## config.mk

```make
export PLATFORM = sky130hd
export DESIGN_NAME = pixel_sample_type_converter
export DESIGN_NICKNAME = d
export VERILOG_FILES = /design/src/hdl/pstc_pkg.sv /design/src/hdl/pixel_sample_type_converter.sv /design/src/hdl/pstc_to_half.sv
export SDC_FILE = /design/constraint.sdc
export NUM_CORES = 1
export LEC_CHECK = 0
export ABC_CLOCK_PERIOD_IN_PS = 18600
export CAP_MARGIN = 20
export CORE_AREA = 2 2 243 268
export DETAILED_ROUTE_END_ITERATION = 16
export DIE_AREA = 0 0 245 270
export DONT_BUFFER_PORTS = 1
export GPL_TIMING_DRIVEN = 0
export PLACE_DENSITY_LB_ADDON = 0.12
export SETUP_SLACK_MARGIN = 0.5
export SYNTH_ARGS = -nofsm -noshare
export SYNTH_HDL_FRONTEND = slang
export SYNTH_SLANG_ARGS = --single-unit
export TNS_END_PERCENT = 50
```

## constraint.sdc

```tcl
create_clock -name clk -period 18.6 [get_ports clk]
set_input_delay 0.93 -clock clk [delete_from_list [all_inputs] [get_ports clk]]
set_output_delay 0.93 -clock clk [all_outputs]
set_load 0.1 [all_outputs]
```

## src/hdl/pstc_pkg.sv

```systemverilog
// ----------------------------------------------------------------------------
// Sample converter package
// Format codes and the bit-level conversion functions shared by the pipeline.
// ----------------------------------------------------------------------------
package pstc_pkg;

  typedef enum logic [1:0] {
    FMT_UNORM = 2'd0,
    FMT_HALF  = 2'd1,
    FMT_FLOAT = 2'd2,
    FMT_NONE  = 2'd3
  } fmt_t;

  // Leading-one position of a non-zero word, as a priority encoder.
  function automatic logic [4:0] lead_one(input logic [31:0] v);
    logic [4:0] p;
    p = 5'd0;
    for (int i = 0; i < 32; i++) begin
      if (v[i]) p = 5'(i);
    end
    return p;
  endfunction

  // Half to float is exact: subnormals are normalised by the leading one.
  function automatic logic [31:0] expand_half(input logic [15:0] h);
    logic [31:0] sgn;
    logic [4:0]  e;
    logic [9:0]  m;
    logic [4:0]  p;
    logic [9:0]  mn;
    logic [7:0]  fe;
    sgn = {h[15], 31'd0};
    e   = h[14:10];
    m   = h[9:0];
    p   = lead_one({22'd0, m});
    mn  = 10'(m << (5'd10 - p));
    fe  = 8'd103 + {3'd0, p};
    if (e == 5'h1f) return sgn | 32'h7f80_0000 | {9'd0, m, 13'd0};
    if (e == 5'd0) begin
      if (m == 10'd0) return sgn;
      return sgn | {1'b0, fe, mn, 13'd0};
    end
    return sgn | {1'b0, 8'({3'd0, e} + 8'd112), m, 13'd0};
  endfunction

endpackage

```

## src/hdl/pixel_sample_type_converter.sv

```systemverilog
// ----------------------------------------------------------------------------
// Pixel sample type converter
// Converts 32-bit samples between unorm32, binary16 and binary32 formats.
// ----------------------------------------------------------------------------
// One request enters per cycle when the output is not stalled; the pipeline
// has three register stages (decode to binary32, target conversion, output),
// and throughput is one sample per clock when the output is not stalled. A
// stall at the output freezes every stage together, so nothing is lost or
// repeated. The two format registers sit at byte addresses 0 and 4 of the
// configuration port and should only be written while the pipe is empty.
// Any pair involving format 3 returns status 1 with a zero word.
module pixel_sample_type_converter
  import pstc_pkg::*;
(
  input  logic        clk,
  input  logic        rst_n,
  input  logic        in_valid,
  output logic        in_stall,
  input  logic [31:0] in_sample_word,
  input  logic        in_final_sample,
  output logic        out_valid,
  input  logic        out_stall,
  output logic [31:0] out_converted_word,
  output logic        out_status,
  output logic        out_final_out,
  input  logic        cfg_psel,
  input  logic        cfg_penable,
  input  logic        cfg_pwrite,
  input  logic [2:0]  cfg_paddr,
  input  logic [31:0] cfg_pwdata,
  output logic [31:0] cfg_prdata,
  output logic        cfg_pready
);

  logic [1:0] src_r, dst_r;
  logic       en;

  assign cfg_pready = 1'b1;
  assign cfg_prdata = {30'd0, (cfg_paddr[2] ? dst_r : src_r)};

  always_ff @(posedge clk) begin
    if (!rst_n) begin
      src_r <= FMT_HALF;
      dst_r <= FMT_FLOAT;
    end else if (cfg_psel && cfg_penable && cfg_pwrite) begin
      if (cfg_paddr == 3'd0) src_r <= cfg_pwdata[1:0];
      if (cfg_paddr == 3'd4) dst_r <= cfg_pwdata[1:0];
    end
  end

  // The whole pipe advances together unless the output register is stalled.
  assign en       = !(out_valid && out_stall);
  assign in_stall = !en;

  // Stage 1: bring the source into binary32 and pre-compute the unorm path.
  logic        v1_r, fin1_r, bad1_r, same1_r;
  logic [31:0] fl1_r, raw1_r;
  logic [31:0] w;
  logic [31:0] u2f;
  logic [4:0]  p;
  logic [31:0] um, ur, uhw;
  logic [4:0]  s;
  logic [31:0] fl1_nxt;

  always_comb begin
    w   = in_sample_word;
    p   = lead_one(w);
    s   = p - 5'd23;
    um  = 32'd0;
    ur  = 32'd0;
    uhw = 32'd0;
    if (p <= 5'd23) begin
      um = w << (5'd23 - p);
    end else begin
      um  = w >> s;
      ur  = w & ((32'd1 << s) - 32'd1);
      uhw = 32'd1 << (s - 5'd1);
      if (ur > uhw || (ur == uhw && um[0])) um = um + 32'd1;
    end
    u2f = (w == 32'd0) ? 32'd0 : ({1'b0, 8'({3'd0, p} + 8'd94), 23'd0} + um);
    case (src_r)
      FMT_HALF:  fl1_nxt = expand_half(w[15:0]);
      FMT_UNORM: fl1_nxt = u2f;
      default:   fl1_nxt = w;
    endcase
  end

  always_ff @(posedge clk) begin
    if (!rst_n) v1_r <= 1'b0;
    else if (en) v1_r <= in_valid;
  end

  always_ff @(posedge clk) begin
    if (en) begin
      fin1_r  <= in_final_sample;
      bad1_r  <= (src_r == FMT_NONE) || (dst_r == FMT_NONE);
      same1_r <= src_r == dst_r;
      raw1_r  <= (src_r == FMT_HALF) ? {16'd0, w[15:0]} : w;
      fl1_r   <= fl1_nxt;
    end
  end

  // Stage 2: convert the binary32 value to the target format.
  logic        v2_r, fin2_r, bad2_r, same2_r;
  logic [31:0] fl2_r, raw2_r, un2_r, un2_nxt;
  logic [15:0] h2_r;
  logic [7:0]  fe;

  pstc_to_half u_half (
    .clk (clk),
    .en  (en),
    .f   (fl1_r),
    .h_r (h2_r)
  );

  always_comb begin
    fe = fl1_r[30:23];
    if (fl1_r[31] || fl1_r > 32'h7f80_0000) un2_nxt = 32'd0;
    else if (fl1_r >= 32'h3f80_0000) un2_nxt = 32'hffff_ffff;
    else if (fe == 8'd0) un2_nxt = 32'd0;
    else if (fe >= 8'd118) un2_nxt = {8'd0, 1'b1, fl1_r[22:0]} << 5'(fe - 8'd118);
    else if (8'd118 - fe >= 8'd32) un2_nxt = 32'd0;
    else un2_nxt = {8'd0, 1'b1, fl1_r[22:0]} >> 5'(8'd118 - fe);
  end

  always_ff @(posedge clk) begin
    if (!rst_n) v2_r <= 1'b0;
    else if (en) v2_r <= v1_r;
  end

  always_ff @(posedge clk) begin
    if (en) begin
      fin2_r  <= fin1_r;
      bad2_r  <= bad1_r;
      same2_r <= same1_r;
      raw2_r  <= raw1_r;
      fl2_r   <= fl1_r;
      un2_r   <= un2_nxt;
    end
  end

  // Stage 3: output register, selected by pair status and target format.
  logic [31:0] res_nxt;
  logic        dst_ok;

  assign dst_ok = 1'b1;

  always_comb begin
    if (bad2_r) res_nxt = 32'd0;
    else if (same2_r) res_nxt = raw2_r;
    else begin
      case (dst_r)
        FMT_HALF:  res_nxt = {16'd0, h2_r};
        FMT_UNORM: res_nxt = un2_r;
        default:   res_nxt = fl2_r;
      endcase
    end
  end

  always_ff @(posedge clk) begin
    if (!rst_n) out_valid <= 1'b0;
    else if (en) out_valid <= v2_r && dst_ok;
  end

  always_ff @(posedge clk) begin
    if (en) begin
      out_converted_word <= res_nxt;
      out_status         <= bad2_r;
      out_final_out      <= fin2_r;
    end
  end

  // An unsupported pair always comes out as a zero word.
  assert property (@(posedge clk) disable iff (!rst_n)
    out_valid && out_status |-> out_converted_word == 32'd0)
    else $error("unsupported pair gave a non-zero word");

  // A stalled result stays in the output register.
  assert property (@(posedge clk) disable iff (!rst_n)
    out_valid && out_stall |=> out_valid && $stable(out_converted_word))
    else $error("stalled result changed");

  // The pipe takes no request while a valid output result is stalled.
  assert property (@(posedge clk) disable iff (!rst_n)
    out_valid && out_stall |-> in_stall)
    else $error("request taken during output stall");

endmodule

```

## src/hdl/pstc_to_half.sv

```systemverilog
// ----------------------------------------------------------------------------
// Float to half rounding stage
// Registered rounding of a binary32 word to binary16, nearest even.
// ----------------------------------------------------------------------------
module pstc_to_half
  import pstc_pkg::*;
(
  input  logic        clk,
  input  logic        en,
  input  logic [31:0] f,
  output logic [15:0] h_r
);

  logic [15:0] h_nxt;
  logic [30:0] a;
  logic [15:0] sgn;
  logic [9:0]  nm;
  logic [14:0] hn;
  logic [12:0] rem;
  logic [23:0] mm;
  logic [4:0]  sh;
  logic [23:0] hs, rs, hw;

  always_comb begin
    a   = f[30:0];
    sgn = {f[31], 15'd0};
    nm  = f[22:13];
    hn  = 15'({5'(f[30:23] - 8'd112), f[22:13]});
    rem = f[12:0];
    mm  = {1'b1, f[22:0]};
    sh  = 5'(8'd126 - f[30:23]);
    hs  = mm >> sh;
    rs  = mm & ((24'd1 << sh) - 24'd1);
    hw  = 24'd1 << (sh - 5'd1);
    if (a > 31'h7f80_0000) begin
      h_nxt = sgn | 16'h7c00 | {6'd0, nm} | {15'd0, (nm == 10'd0)};
    end else if (a >= 31'h477f_f000) begin
      h_nxt = sgn | 16'h7c00;
    end else if (a >= 31'h3880_0000) begin
      if (rem > 13'h1000 || (rem == 13'h1000 && hn[0])) hn = hn + 15'd1;
      h_nxt = sgn | {1'b0, hn};
    end else if (a < 31'h3300_0000) begin
      h_nxt = sgn;
    end else begin
      if (rs > hw || (rs == hw && hs[0])) hs = hs + 24'd1;
      h_nxt = sgn | hs[15:0];
    end
  end

  always_ff @(posedge clk) begin
    if (en) h_r <= h_nxt;
  end

endmodule

```

Word level (Yosys, flattened, before mapping)
Cells that the tools add are included.
- memories: 0
- latch bits: 0
- word-level logic and storage cells: 172
- flip-flop bits (word level): 223
- input port bits: 75
- bits in writable memories: 0
- ROM bits: 0
- div/mod/pow operators: 0
- add/sub/neg operators: 18
- bitwise gates (word level): 9
- equal/unequal tests: 10
- reductions and logical operators: 21
- multiply operators: 0
- magnitude comparators: 12
- muxes and demuxes: 71
- shifts and indexed selects: 10
- operators with widths (kind ; count):
    $mux W32 ; 14
    $mux W5 ; 31
    $mux W16 ; 9
    $pmux W32 S2 ; 2
    $or A32 B31 Y32 ; 2
    $shl A1 B5 Y32 const A ; 2
    $mux W15 ; 4
    $shl A1 B5 Y24 const A ; 2
    $add A31 B32 Y32 ; 1
    $add A32 B1 Y32 const B ; 1
    $and A32 B32 Y32 ; 1
    $eq A32 B32 Y1 ; 1
    $ge A32 B30 Y1 const B ; 1
    $gt A32 B31 Y1 const B ; 1
    $gt A32 B32 Y1 ; 1
    $logic_not A32 Y1 ; 1
    $or A32 B23 Y32 ; 1
    $shl A24 B5 Y32 ; 1
    $shl A32 B5 Y32 ; 1
    $shr A24 B5 Y32 ; 1
    $shr A32 B5 Y32 ; 1
    $sub A32 B1 Y32 const B ; 1
    $ge A31 B30 Y1 const B ; 1
    $ge A31 B31 Y1 const B ; 1
    other kinds (41) ; 69

Depth between registers and ports, before layout
Gate-level depths: netlist (run 1).
- depth in word-level cells: 43
- gate-level depth with buffers: 53
- mapped depth without buffers: 45

By module
From an unflattened synthesis (run 1), not the netlist that was laid out.
- cells, all modules: 2773
- area total of the unflattened synthesis: 23070.9 µm²
- modules (own cells, without submodules) (module ; seq. area each (µm²) ; times used ; cells each ; area each (µm²)):
    pixel_sample_type_converter ; 6145.9 ; 1 ; 2164 ; 18484.0
    pstc_to_half ; 480.5 ; 1 ; 609 ; 4586.9

Least setup slack after synthesis (run 1)
No wires, ideal clock.
- kind: in2reg
- start: input port in_sample_word[5]
- end: register fl1_r[29], data pin
- slack: 7.908 ns
- data arrival time: 10.428 ns
- cell stages on the path: 52
- required time: 18.336 ns
- path through: clkbuf_1 > nor2_1 > a211oi_1 > o31ai_1 > a31oi_1 > o21ai_1 > clkbuf_1 > clkbuf_1 > ha_1 > nand2_1 > mux2i_1 > o221a_2 > buf_2 > clkbuf_1 > buf_1 > clkbuf_1 > nor2_1 > nand3_1 > (+16 left out) > o31a_1 > o211a_1 > buf_2 > nand4_1 > xor2_1 > a21oi_1 > ha_1 > inv_1 > fa_1 > nor2b_1 > o21ai_0 > nand2b_1 > a21o_1 > a21oi_1 > xnor2_1 > xnor2_1 > nand3_1 > nand4_1
- cells in the longest elaborated chain, start to end: 39
- elaborated cells between the ends (all ways): 62
- RTL lines (what ; RTL line ; RTL):
    start, declared ; pixel_sample_type_converter.sv:19 ; input logic [31:0] in_sample_word,
    parallel branches: the longest is 38 deep, another holds $mux W5 ; -- ;
    $pmux W32 S2 * ; pixel_sample_type_converter.sv:81 ; case (src_r)
    via fl1_nxt[29] ; pixel_sample_type_converter.sv:63 ; logic [31:0] fl1_nxt;
    end signal, assigned ; pixel_sample_type_converter.sv:99 ; fl1_r <= fl1_nxt;
    end, declared ; pixel_sample_type_converter.sv:57 ; logic [31:0] fl1_r, raw1_r;
Mark *: on every way through the listed nets, which the timed path passes. The select of a mux whose other input is x is not followed.
A chain may end at the register's enable or synchronous reset.

Worst setup path in the final report (run 1)
Same ends and word-level chain as after synthesis.

==> impl_metrics.ini, run 1 <==
[timing]
relSlewSlack_pct = 17.5
tightest_slew_ns = 1.24
timing.final.crit_share_pct = 81.0
min_period_ns = 15.08
hold_violations = 0
final-setup-viol-count = 0
worst_slack_ns = 3.52
finClkSkew_ns = 0.0186
tns_ns = 0
report.final.slew_viol_count = 0
grt_setup_unrepaired = no
clock.fmax_mhz = 66.3

[global_routing]
overflow = 0
met3_usage_pct = 3.15
grt_pass1_wl_mm = 152
met1_usage_pct = 38.4
track_usage_pct = 31.1
antenna_found_initial = 3
grt_max_degree = 71
grt.busiest_layer = met2
grt_pass1_vias = 21800
grt.met2_usage_pct = 52.2

[power]
cellPowerDensity_nw_per_um2 = 83.4
leakage_nw = 9.03
ir_drop_mv = 0.0767

[clocking]
htree_levels = 1
cts_tree = yes
root_buffer = clkbuf_16
cts_setup_buffers = 0
ctsHoldBuffers = 0
cts_buffers = 23
clock_sinks = 223
clk_latency_ns = 0.54
clock_path_buffers = 3
clk_pin_slew_ns = 0.06
cts_resized = 0

[routing]
wl_mm = 106
routedWlPerCell_um = 29.5
ant_nets = 0
drt_drc_violations_left = 0
drt_pre_antenna_iters = 6
vias_per_cell = 6.24
drt_iter0_drc = 2523
route.vias.total = 22500

[synthesis]
synth_flop_cell = edfxtp_1
syn_inst = 2692
ys_warn_count = 0
synth.distinct_cells = 105
synth.avg_cell_area_um2 = 8.17
synth-edff-count = 216
ys_ff_latch = 223
ys_seq_area_share_pct = 30.1
synth-async-reset-ratio_pct = 0
synth_area_um2 = 22000

[final_layout]
synthToLayoutAreaGrowth_pct = 8.98
fillerInstances = 6646
final_nets = 2919
drive_gt1_share_pct = 6.72
final_cells = 3609

[hold_path]
hold_depth = 0
hold_class = reg2reg

[floorplan]
fp-row-count = 97
initial_utilization_pct = 34.7
ioPinCount = 144
die_area_um2 = 66200
dieHeight_um = 270
coreArea_um2 = 63500
die_w_um = 245

[place]
portBuffers = 0
pre_cts_slack_ns = 3.45
place_congestion = 0.993
dp_hpwl_mm = 83.7
dp.cells = 3566

[setup_path]
crit_path_end_kind = flop
crit_top_cell = clkbuf_1
critical_path_class = in2reg
slowest_stage = clkbuf_1
regToRegEndpoint = u_half.h_r[10]
worstSetupStartpointType = input port
r2r_slack_ns = 9.20
cp-endpoint = fl1_r[29]
rr_startpoint = fl1_r[23]
crit_start = in_sample_word[5]
worst_r2r_path_depth = 29
worstPathRequired_ns = 18.83
worstPathArrival_ns = 15.31
critPathMaxFanout = 14
max_stage_delay_ns = 0.91

[run_status]
outcome = finished clean

[job]
cap_viol_max_count = 0
## layout make-up
class | count | area (um2) | share of cell area (%)
diodes | 2 | 5.00 | 0.0209
plain buffers | 250 | 1100 | 4.60
clock buffers | 25 | 583 | 2.43
clock inverters | 16 | 131 | 0.548
inverters | 44 | 168 | 0.699
multi-input cells | 2204 | 14200 | 59.3
flip-flops and latches | 223 | 6630 | 27.6
well taps | 841 | 1050 | 4.39
repair buffers | 4 | 86.3 | 0.360
## per-layer routing
layer | vias to the layer above | wire length, um | part of all wire (%)
met1 | 11100 | 42000 | 39
met2 | 1083 | 50600 | 48
met5 | - | 0 | 0
met4 | 0 | 7330 | 6.9
li1 | 10100 | - | -
met3 | 282 | 6490 | 6.1
## metrics by stage
| step | hold WS (ns) | power [mW] | area, um2 | util, % |
|---|---|---|---|---|
| 2_1_floorplan | 0.400 | 1.26 | 22100 | - |
| 3_3_place_gp | 0.402 | 1.55 | 23200 | 36.5 |
| 3_5_place_dp | 0.405 | 1.54 | 23200 | 36.6 |
| 4_1_cts | 0.420 | 1.99 | 24000 | 37.8 |
| 5_1_grt | 0.428 | 2.08 | 24000 | 37.8 |
| 6_report | 0.419 | 2.00 | 24000 | 37.8 |
## state kept, by name, summed over array words and instances, names as in the netlist, 2 cells and up
signal / cells
out_converted_word: 32
raw2_r: 32
fl1_r: 32
src_r: 2
un2_r: 32
u_half.h_r: 16
fl2_r: 32
dst_r: 2
raw1_r: 32
## layout by cell type (no fill, tap or decap), drive strengths merged, types with 50 or more instances in the layout
master  instances
nand2         349
nor2          307
a21oi         223
edfxtp        216
clkbuf        195
o21ai         176
mux2i         128
nand3         104
ha             93
buf            84
xnor2          50
## worst max-delay path: cells and delay by family
family | cells | cell delay [ns]
buffers and inverters | 10 | 4.34
AOI/OAI and AO/OA | 14 | 4.02
and+or+nand+nor | 18 | 3.32
xor gates and xnor gates | 3 | 0.58
muxes | 2 | 0.53
adders and majority gates | 5 | 1.51
## synthesized netlist by cell type, types with 33 or more instances
| cell | number | area, um2 |
|---|---|---|
| buf_4 | 33 | 248 |
| mux2i_1 | 128 | 1280 |
| a22oi_1 | 40 | 300 |
| xor2_1 | 36 | 315 |
| nor3_1 | 41 | 205 |
| nand3_1 | 103 | 515 |
| xnor2_1 | 48 | 420 |
| mux4_2 | 35 | 788 |
| edfxtp_1 | 216 | 6490 |
| a31oi_1 | 37 | 231 |
| clkbuf_1 | 169 | 634 |
| ha_1 | 93 | 1160 |
| nand4_1 | 34 | 213 |
| nor2_1 | 307 | 1150 |
| o21ai_0 | 167 | 836 |
| inv_1 | 37 | 139 |
| a21oi_1 | 222 | 1110 |
| nor2b_1 | 38 | 238 |
| o22ai_1 | 39 | 244 |
| nand2_1 | 348 | 1310 |
## worst min path at each step
stage                     startpoint          to  slack, ns
final                      raw1_r[2]   raw2_r[2]       0.42
after global routing      raw1_r[11]  raw2_r[11]       0.43
after CTS                  raw1_r[2]   raw2_r[2]       0.42
after detailed placement  raw1_r[14]  raw2_r[14]       0.40
after global placement    raw1_r[11]  raw2_r[11]       0.40
after floorplan               bad1_r      bad2_r       0.40
## where the power goes
part | switching (mW) | internal [mW]
clock network | 0.200 | 0.244
logic | 0.594 | 0.261
registers | 0.0989 | 0.600
total | 0.893 | 1.11
## kinds of logic (layout without fill, tap and decap cells)
family                     Yosys count  in the layout  share of synthesized area, %
and+or+nand+nor                   1018           1018                          21.4
AOI/OAI and AO/OA                  796            796                          23.5
buffers and inverters              294            339                          5.78
DFF                                223            223                          30.1
muxes                              179            179                          10.2
adders and majority gates           94             94                          5.38
xor gates and xnor gates            86             86                          3.54
other                                2             33                        0.0341
Note: power is estimated with default switching activity, not from simulation.
==> run 2: changes to the inputs <==
--- a/config.mk
+++ b/config.mk
@@ -5,11 +5,12 @@
 export SDC_FILE = /design/constraint.sdc
 export NUM_CORES = 1
 export LEC_CHECK = 0
-export ABC_CLOCK_PERIOD_IN_PS = 18600
+export ABC_AREA = 1
+export ABC_CLOCK_PERIOD_IN_PS = 14000
 export CAP_MARGIN = 20
-export CORE_AREA = 2 2 243 268
+export CORE_AREA = 2 2 239 264
 export DETAILED_ROUTE_END_ITERATION = 16
-export DIE_AREA = 0 0 245 270
+export DIE_AREA = 0 0 241 266
 export DONT_BUFFER_PORTS = 1
 export GPL_TIMING_DRIVEN = 0
 export PLACE_DENSITY_LB_ADDON = 0.12
==> constraint.sdc (replaced) <==
create_clock -name clk -period 14 [get_ports clk]
set_input_delay 0.7 -clock clk [delete_from_list [all_inputs] [get_ports clk]]
set_output_delay 0.7 -clock clk [all_outputs]
set_load 0.1 [all_outputs]
==> impl_metrics.ini, run 2 <==
[final_layout]
final_cells = 4098
final_cell_mix = nand2_1, nor2_1, o21ai_0, inv_1, nand3_1
final_common_cell = nand2_1
final_nets = 3416
drive_gt1_share_pct = 5.55
synthToLayoutAreaGrowth_pct = 9.39

[floorplan]
die_area_um2 = 64100
coreArea_um2 = 61700
ioPinCount = 144
dieHeight_um = 266
initial_utilization_pct = 34.6
die_w_um = 241
fp-row-count = 96

[timing]
relSlewSlack_pct = 25.9
finClkSkew_ns = 0.0190
tightest_slew_ns = 1.11
grt_setup_unrepaired = no
hold_violations = 0
clock.fmax_mhz = 84.8
report.final.slew_viol_count = 0
timing.final.crit_share_pct = 84.2
final-setup-viol-count = 0
tns_ns = 0
min_period_ns = 11.79

[synthesis]
synth_flop_cell = edfxtp_1
ys_warn_count = 0
syn_inst = 3189
synth-async-reset-ratio_pct = 0
synth.distinct_cells = 66
ys_ff_latch = 223
ys_seq_area_share_pct = 31.1
netlist.area_leader.share_pct = 30.4
synth_area_um2 = 21300
synth-edff-count = 216
synthTopCellsByArea = edfxtp_1, nand2_1, o21ai_0
synth_commonest_cells = nand2_1, nor2_1, o21ai_0
synth.avg_cell_area_um2 = 6.69
synth.most_common_cell = nand2_1
yosysTopAreaCell = edfxtp_1

[routing]
wl_mm = 104
route.vias.total = 23300
vias_per_cell = 5.70
drt_drc_violations_left = 0
routedWlPerCell_um = 25.5
drt_pre_antenna_iters = 6
ant_nets = 0
drt_iter0_drc = 2210

[global_routing]
grt_pass1_vias = 22300
track_usage_pct = 31.7
grt_max_degree = 74
grt_pass1_wl_mm = 148
overflow = 0
antenna_found_initial = 3

[setup_path]
worstPathArrival_ns = 12.06
crit_path_end_kind = flop
worstPathRequired_ns = 14.27
crit_top_cell = nand2_1
critPathMaxFanout = 11
max_stage_delay_ns = 0.68
critical_path_class = in2reg
slowest_stage = nor2_1
worstSetupStartpointType = input port

[clocking]
clk_latency_ns = 0.54
clock_sinks = 223
htree_levels = 1
clock_path_buffers = 3
cts_resized = 0
clk_pin_slew_ns = 0.06
cts_tree = yes
ctsHoldBuffers = 0
cts_setup_buffers = 0
root_buffer = clkbuf_16
cts_buffers = 24

[place]
portBuffers = 0
dp_hpwl_mm = 84.9
dp.cells = 4054
place_congestion = 1.03

[power]
ir_drop_mv = 0.0800
cellPowerDensity_nw_per_um2 = 118
leakage_nw = 10.1

[hold_path]
hold_class = in2reg

[run_status]
outcome = finished clean

[job]
cap_viol_max_count = 0
[run 2: cells by family (layout without fill, tap and decap cells)]
kind of cell,count (synthesis),count (layout),share of synthesized area (%)
mux,8,8,0.375
buf+inv,512,558,10.0
simple gates,1598,1598,32.4
fa+ha+maj,94,94,5.55
other cells,2,32,0.0352
xor+xnor,35,35,1.44
compound gates,717,717,19.1
flops,223,223,31.1
[run 2: final cells by class]
type	count	area (um2)
Clock inverter	16	140
Antenna cell	1	2.50
Clock buffer	27	612
Sequential cell	223	6630
Fill cell	6828	38400
Tap cell	833	1040
Buffer	182	896
Timing Repair Buffer	3	82.6
Multi-Input combinational cell	2483	12700
Inverter	330	1240
[run 2: where the power goes]
part	leakage (nW)	switching, mW	internal, mW
logic	7.26	0.861	0.311
registers	2.46	0.169	0.811
clock network	0.370	0.262	0.351
[run 2: worst paths after layout]
path / cells past startpoint / from / endpoint / slack, ns
setup / recovery: 77 / in_sample_word[9] / fl1_r[31] / 2.21
hold / removal: 0 / in_sample_word[9] / raw1_r[9] / 0.27
setup reg to reg: 34 / fl1_r[24] / u_half.h_r[8] / 6.08
hold reg to reg: 0 / raw1_r[21] / raw2_r[21] / 0.42
[run 2: metrics by stage]
stage               setup WS (ns)  utilization, %  power, mW  hold slack [ns]  instance area (um2)
global route                 1.21            37.8       2.91            0.252                23300
floorplan                    5.36               -       1.73            0.400                21400
detailed placement           1.82            36.6       2.14            0.405                22600
global placement             1.89            36.4       2.14            0.402                22500
finish                       2.21            37.8       2.77            0.266                23300
CTS                          2.28            37.8       2.75            0.244                23300
[run 2: worst max-delay path, delay by kind of cell]
family	cells	cell delay, ns
adders and majority gates	4	1.13
buffers and inverters	11	2.03
and+or+nand+nor	56	7.08
AOI/OAI and AO/OA	6	1.15
[run 2: routing by layer]
metal | track usage, % | routed length (um) | vias to the layer above
li1 | - | - | 11000
met1 | 37.3 | 40300 | 11000
met2 | 55.4 | 50700 | 1058
met3 | 2.94 | 5590 | 300
met4 | 19.7 | 7740 | 0
met5 | 0 | 0 | -
